### src/rtl/tlpt_pkg.sv
// Package for the two-level page table insert block: sizes, entry layout,
// item structs and sequencer states. No dependencies.
package tlpt_pkg;

    localparam int TABLE_PAGES = 64;
    localparam int IDX_W       = 10;
    localparam int PPN_W       = 20;
    localparam int PTE_W       = 32;
    localparam int PAGE_SHIFT  = 12;
    localparam int DIR_DEPTH   = 1 << IDX_W;
    localparam int LEAF_DEPTH  = TABLE_PAGES * DIR_DEPTH;
    localparam int TPAGE_W     = (TABLE_PAGES > 1) ? $clog2(TABLE_PAGES) : 1;
    localparam int USED_W      = $clog2(TABLE_PAGES + 1);
    localparam int TPOUT_W     = 6;
    localparam int LEAF_AW     = TPAGE_W + IDX_W;

    // Low flag field of each entry kind
    localparam logic [PAGE_SHIFT-1:0] DIR_FLAGS  = PAGE_SHIFT'(12'h001);
    localparam logic [PAGE_SHIFT-1:0] LEAF_FLAGS = PAGE_SHIFT'(12'h00F);

    localparam logic STATUS_MAPPED   = 1'b0;
    localparam logic STATUS_NO_TABLE = 1'b1;

    typedef struct packed {
        logic [PPN_W-1:0] virt_page_number;
        logic [PPN_W-1:0] phys_page_number;
    } t_in_item;

    typedef struct packed {
        logic               status;
        logic               new_table;
        logic [IDX_W-1:0]   dir_index;
        logic [PTE_W-1:0]   dir_entry;
        logic [TPOUT_W-1:0] table_page;
        logic [IDX_W-1:0]   leaf_index;
        logic [PTE_W-1:0]   leaf_entry;
    } t_out_item;

    typedef struct packed {
        logic               dir_we;
        logic               leaf_we;
        logic [LEAF_AW-1:0] leaf_addr;
        logic               alloc;
    } t_walk_ctrl;

    typedef enum logic [1:0] {
        ST_CLEAR,
        ST_IDLE,
        ST_LOOKUP
    } t_state;

endpackage

### src/rtl/tlpt_walk.sv
// Directory entry decode and table page allocation for one map request.
// Depends on tlpt_pkg.
module tlpt_walk (
    input  tlpt_pkg::t_in_item              i_item,
    input  logic [tlpt_pkg::PTE_W-1:0]      i_dir_entry,
    input  logic [tlpt_pkg::PPN_W-1:0]      i_pool_base,
    input  logic [tlpt_pkg::USED_W-1:0]     i_pages_used,
    output tlpt_pkg::t_out_item             o_result,
    output tlpt_pkg::t_walk_ctrl            o_ctrl
);
    import tlpt_pkg::*;

    logic [IDX_W-1:0] dir_idx;
    logic [IDX_W-1:0] leaf_idx;
    logic [PPN_W-1:0] used_ext;
    logic [PPN_W-1:0] alloc_pg;
    logic [PPN_W-1:0] held_idx;

    assign dir_idx  = i_item.virt_page_number[PPN_W-1 -: IDX_W];
    assign leaf_idx = i_item.virt_page_number[IDX_W-1:0];
    assign used_ext = PPN_W'(i_pages_used);
    // Both wrap modulo 2^20
    assign alloc_pg = i_pool_base + used_ext;
    assign held_idx = i_dir_entry[PTE_W-1:PAGE_SHIFT] - i_pool_base;

    always_comb begin
        logic [PPN_W-1:0] tpage;
        logic             fail;
        logic             fresh;
        logic [PTE_W-1:0] entry;

        tpage = '0;
        fail  = 1'b0;
        fresh = 1'b0;
        entry = i_dir_entry;

        if (i_dir_entry == '0) begin
            if (i_pages_used >= USED_W'(TABLE_PAGES)) begin
                fail = 1'b1;
            end else begin
                fresh = 1'b1;
                tpage = used_ext;
                entry = {alloc_pg, DIR_FLAGS};
            end
        end else if (held_idx >= used_ext) begin
            // entry points outside the pool as currently based
            fail = 1'b1;
        end else begin
            tpage = held_idx;
        end

        o_result.status     = fail ? STATUS_NO_TABLE : STATUS_MAPPED;
        o_result.new_table  = fresh;
        o_result.dir_index  = dir_idx;
        o_result.dir_entry  = entry;
        o_result.table_page = fail ? '0 : tpage[TPOUT_W-1:0];
        o_result.leaf_index = leaf_idx;
        o_result.leaf_entry = fail ? '0 : {i_item.phys_page_number, LEAF_FLAGS};

        o_ctrl.dir_we    = fresh;
        o_ctrl.alloc     = fresh;
        o_ctrl.leaf_we   = !fail;
        o_ctrl.leaf_addr = {tpage[TPAGE_W-1:0], leaf_idx};
    end

endmodule

### config.mk
export PLATFORM = sky130hd
export DESIGN_NAME = tlpt_walk
export DESIGN_NICKNAME = d
export VERILOG_FILES = /design/src/rtl/tlpt_pkg.sv /design/src/rtl/tlpt_walk.sv
export SDC_FILE = /design/constraint.sdc
export NUM_CORES = 1
export LEC_CHECK = 0
export ABC_AREA = 1
export BUFFER_PORTS_ARGS = -buffer_cell sky130_fd_sc_hd__buf_2
export CAP_MARGIN = 5
export CORE_UTILIZATION = 41
export DETAILED_ROUTE_END_ITERATION = 6
export GPL_ROUTABILITY_DRIVEN = 0
export PLACE_DENSITY = 0.81
export SKIP_LAST_GASP = 1
export SLEW_MARGIN = 25
export SYNTH_ARGS = -nofsm -noshare
export SYNTH_HDL_FRONTEND = slang
export SYNTH_SLANG_ARGS = --single-unit
### constraint.sdc
create_clock -name vclk -period 2.4
set_input_delay 0.12 -clock vclk [all_inputs]
set_output_delay 0.12 -clock vclk [all_outputs]
set_load 0.02 [all_outputs]
### Yosys cells after proc, flatten, opt, wreduce, memory -nomap -nowiden

Cells that the tools add are included.

| storage, ports and cells | value |
|---|---|
| register bits after elaboration | 0 |
| word-level logic and storage cells | 19 |
| input bits | 99 |

| operators by class | value |
|---|---|
| order comparisons | 2 |
| $add $sub $neg | 2 |
| reductions and logical operators | 2 |
| mux-type cells | 13 |

Operator list:

| kind | count |
|---|---|
| two-way mux 32 bit | 3 |
| zero test 32 bit | 1 |
| two-way mux 6 bit | 4 |
| adder 20 x 7 -> 20 bit | 1 |
| greater-or-equal comparator 20 x 7 -> 1 bit | 1 |
| subtractor 20 bit | 1 |
| greater-or-equal comparator 7 bit, second input constant | 1 |
| two-way mux 1 bit | 6 |
| zero test 1 bit | 1 |

### Longest topological paths before layout

| depth | value |
|---|---|
| depth after elaboration | 5 |
| mapped depth | 22 |
| mapped depth without buffers | 22 |

### Least setup slack after synthesis

Ideal clock, no wire load.

| timing | value |
|---|---|
| path type | input port to output port |
| start | in i_dir_entry[12] (netlist name) |
| end | out o_ctrl[11] (netlist name) |
| data required time | 2280 ps |
| setup slack | -322 ps |
| path buffers | 0 |
| arrival | 2602 ps |
| cell stages on the path | 20 |
| cell sequence | inv_1 > ha_1 > fa_1 > inv_1 > nand2_1 > nand2_1 > nand2_1 > xnor2_1 > ha_1 > nand2_1 > inv_1 > nand2_1 > inv_1 > nand3_1 > nand2_1 > nor2_1 > nand2_1 > nor2_4 > nand2_2 > o21ai_0 |

RTL lines:

| item | line | text |
|---|---|---|
| from (decl) | tlpt_walk.sv:5 | `input logic [tlpt_pkg::PTE_W-1:0] i_dir_entry,` |
| to (decl) | tlpt_walk.sv:9 | `output tlpt_pkg::t_walk_ctrl o_ctrl` |

==> results.env <==
STATUS='complete, but fails checks'
VIOLATED_CHECKS='setup timing'
DRT_FIRST_PASS_ITERS=5
COUNT_OF_MAX_CAP_CONSTRAINT_VIOLATIONS=0
DRTITER0DRC=197
SETUP.WORST_PATH.CLASS='primary input to primary output'
WORST_ENDPOINT_DATA_ARRIVAL_TIME_NS=2.86
MAXSLEWHEADROOM_PCT=62.4
SYNTH_TOP_CELL_BY_AREA='sky130_fd_sc_hd__nand2_1'
SYNTH_MOST_COMMON_CELL='sky130_fd_sc_hd__nand2_1'
PORT_BUFFERS=152
MIN_PERIOD_NS=2.98
FINAL.CLKBUF_COUNT=0
HOLDCRITPATHCLASS='primary input to primary output'
LAYOUT.SEQUENTIAL_CELLS=0
SYNTH_TOP_FAMILY_BY_AREA='simple AND/OR/NAND/NOR gates'
CRITPATHCAPTURETYPE='primary output'
POST_ROUTE_SETUP_TNS_NS=-18.37
FP-ROW-COUNT=32
GROUTE.USAGE.OVERALL_PCT=27.9
GLOBAL_ROUTE_WIRE_LENGTH_BEFORE_REPAIR_UM=19500
DRCVIOLATIONCOUNT=0
FINAL-SETUP-VIOL-COUNT=41
YOSYS-MUX-AREA-FRACTION_PCT=0
SYN2LAYOUT_AREA_GROWTH_PCT=59.5
FINAL_UTIL_PCT=67.5
LEAKAGE_uW=0.00294
WHS_NS=0.240
ANTENNADIODECOUNT=0
GRT_START_MAX_NET_PINS=38
CRIT_TOP_CELL='sky130_fd_sc_hd__nand2_1'
DETAILED_PLACE.AREA_MM2=0.00458
MAPPEDNETLISTAREA_MM2=0.00327
DRT_WIRELENGTH_UM=13900
DIEAREA_MM2=0.00833
COMPOUND_GATE_FRACTION_OF_SYNTH_AREA_PCT=16.2
WORST-PATH-MAX-FANOUT=6
SETUP_REPAIR_AFTER_GLOBAL_ROUTING_MISSED_ITS_MARGIN='true'
VIA_COUNT=4660
GRT.OVERFLOW.TOTAL=0
WORST-ENDPOINT-REQUIRED_NS=2.28
YOSYS.AREA.TOP_TYPE_SHARE_PCT=18.8
CELLS_TAKING_THE_MOST_AREA_AFTER_SYNTHESIS='sky130_fd_sc_hd__nand2_1, sky130_fd_sc_hd__inv_1, sky130_fd_sc_hd__ha_1'
TOTAL_POWER_uW=1050
PEAKVDDDROP_mV=0.117
WORSTHOLDENDPOINT='o_ctrl[2]'
POWERDENSITY_mW_PER_MM2=201
IO_PINS=210
DP.FINAL_HPWL_UM=10100
REGISTER_AREA_UM2=0
FINAL.PERIOD_UTILIZATION_PCT=124
CORE_REGION_AREA_MM2=0.00773
SYNTH_TOP_CELLS_BY_COUNT='sky130_fd_sc_hd__nand2_1, sky130_fd_sc_hd__inv_1, sky130_fd_sc_hd__buf_4'
CRITICAL-PATH-SLOWEST-CELL='sky130_fd_sc_hd__ha_1'
TIMING.CRITICAL_PATH.FROM_TYPE='primary input'
MAX_STAGE_DELAY_NS=0.32
SYNTH_SEQ_AREA_SHARE_PCT=0
SLEW_LIMIT_FAILS=0
FLOORPLAN.INITIALDENSITY_PCT=42.3
SYNTH_SIMPLE_GATE_AREA_SHARE_PCT=37.8
DIE_Y_UM=91.3
SOURCE_OF_THE_WORST_HOLD_TIMING_PATH='i_item[21]'
SYN-INSTANCE-COUNT=608
FINAL_CRITICAL_PATH_SETUP_SLACK_NS=-0.580
ANT_NETS=0
FINAL_DESIGN_AREA_NO_FILL_MM2=0.00522
FIRST_GLOBAL_VIAS=4473
FMAX_GHz=0.336
POST_SYNTH_XOR_AREA_FRACTION_PCT=4.29
DIE-WIDTH_UM=91.3
YOSYSWARNINGS=0
NUMBER_OF_ANTENNA_VIOLATIONS_AT_THE_FIRST_CHECK_IN_GLOBAL_ROUTING=0
TRANSITION_TIME_OF_THE_TIGHTEST_SLEW_CHECK_PIN_NS=0.559
CRIT_PATH_CELL_TRACE='buf_2 > inv_1 > ha_4 > nand3_1 > nand2_4 > xor2_2 > ha_1 > nand2_1 > inv_2 > nand3_2 > nand3_2 > nand2_1 > inv_1 > nand3_1 > nand2_1 > nor2_1 > nand2_1 > nor2_4 > nand3_4 > clkbuf_16 > a21oi_4 > buf_6'
CTS_HOLD_BUF=0
TIMING_HOLD_VIOLATIONS_FINAL=0
POST_DRT_WL_PER_CELL_UM=15.7
LAYOUT.NETS=923
WHS_PATH_DEPTH=0
AVERAGE_INSTANCE_AREA_AFTER_SYNTHESIS_UM2=5.38
DRIVE_GT1_SHARE_PCT=42.3
POST_SYNTH_FA_HA_MAJ_AREA_FRACTION_PCT=13.9
VIAS_PER_CELL=5.24
POST_SYNTH_NUM_CELL_TYPES=35
[worst max-delay path by stage]
stage	startpoint	end	slack, ns	cells after the start
floorplan	i_dir_entry[12]	o_result[12]	-0.10	21
global placement	i_dir_entry[12]	o_result[21]	-0.47	23
detailed placement	i_dir_entry[12]	o_result[21]	-0.54	23
CTS	i_dir_entry[12]	o_result[21]	-0.48	23
global route	i_dir_entry[12]	o_result[18]	-0.81	23
finish	i_pool_base[1]	o_result[18]	-0.58	22
[layout make-up]
type	instances	area (um^2)
inverter	129	497
timing repair buffer	234	1720
multi-input combinational	424	2880
tap	102	128
fill	627	2510
[worst max-delay path, delay by kind of cell]
kind,cells,cell delay (ns)
AOI/OAI and AO/OA,1,0.17
and+or+nand+nor,12,1.11
adders and majority gates,2,0.54
xor gates and xnor gates,1,0.19
buffers and inverters,6,0.70
[cells in the final DEF, fill, tap and decap left out, types with 3 or more instances in the layout]
master / synthesis / routed
sky130_fd_sc_hd__nand2_1: 164 / 155
sky130_fd_sc_hd__inv_1: 120 / 113
sky130_fd_sc_hd__buf_2: 4 / 112
sky130_fd_sc_hd__buf_4: 44 / 78
sky130_fd_sc_hd__nor2_1: 40 / 38
sky130_fd_sc_hd__buf_6: 2 / 37
sky130_fd_sc_hd__nand3_1: 32 / 28
sky130_fd_sc_hd__ha_1: 33 / 27
sky130_fd_sc_hd__a21oi_1: 28 / 25
sky130_fd_sc_hd__a21oi_4: 0 / 20
sky130_fd_sc_hd__inv_2: 9 / 15
sky130_fd_sc_hd__nand2_2: 8 / 13
sky130_fd_sc_hd__nand4_1: 10 / 10
sky130_fd_sc_hd__xor2_1: 13 / 10
sky130_fd_sc_hd__o21ai_0: 14 / 9
sky130_fd_sc_hd__nor4_1: 9 / 8
sky130_fd_sc_hd__conb_1: 1 / 8
sky130_fd_sc_hd__nor3_1: 7 / 6
sky130_fd_sc_hd__o22ai_4: 0 / 5
sky130_fd_sc_hd__buf_12: 0 / 5
sky130_fd_sc_hd__a21oi_2: 21 / 4
sky130_fd_sc_hd__nand3_2: 0 / 4
sky130_fd_sc_hd__a31o_2: 4 / 4
sky130_fd_sc_hd__nand3b_1: 4 / 4
sky130_fd_sc_hd__ha_4: 0 / 4
sky130_fd_sc_hd__nor2_2: 1 / 3
sky130_fd_sc_hd__o21ai_1: 0 / 3
sky130_fd_sc_hd__o21bai_1: 3 / 3
sky130_fd_sc_hd__xor2_2: 0 / 3
sky130_fd_sc_hd__nand2_8: 0 / 3
sky130_fd_sc_hd__o22ai_2: 0 / 3
[routing by layer]
| metal | routed length, um | GRT usage, % |
|---|---|---|
| met5 | 0 | 0 |
| met4 | 944 | 12.6 |
| met3 | 1050 | 2.26 |
| met2 | 7070 | 54.5 |
| met1 | 4890 | 30.0 |
[repair_timing]
item / in CTS / in global routing
endpoints found under the setup margin: 39 / 52
cloned: 1 / 2
buffers inserted: 4 / 3
pin swaps: 1 / 24
resized for setup: 51 / 85
[report_power, final]
part / leakage (uW) / internal (uW) / switching, uW
registers: 0 / 0 / 0
logic: 0.00294 / 442 / 609
clock network: 0 / 0 / 0
total: 0.00294 / 442 / 609
[metrics by stage]
step | worst slack [ns] | std cells
2_1_floorplan | -0.102 | 615
3_3_place_gp | -0.472 | 879
3_5_place_dp | -0.541 | 879
4_1_cts | -0.476 | 884
5_1_grt | -0.813 | 889
6_report | -0.580 | 889
[cell families (layout without fill, tap and decap cells)]
kind of cell	count (synthesis)	count (layout)
buffers and inverters	192	363
xor gates and xnor gates	16	16
other	1	8
and+or+nand+nor	282	283
AOI/OAI and AO/OA	82	82
adders and majority gates	35	35
(Power assumes the default switching activity.)
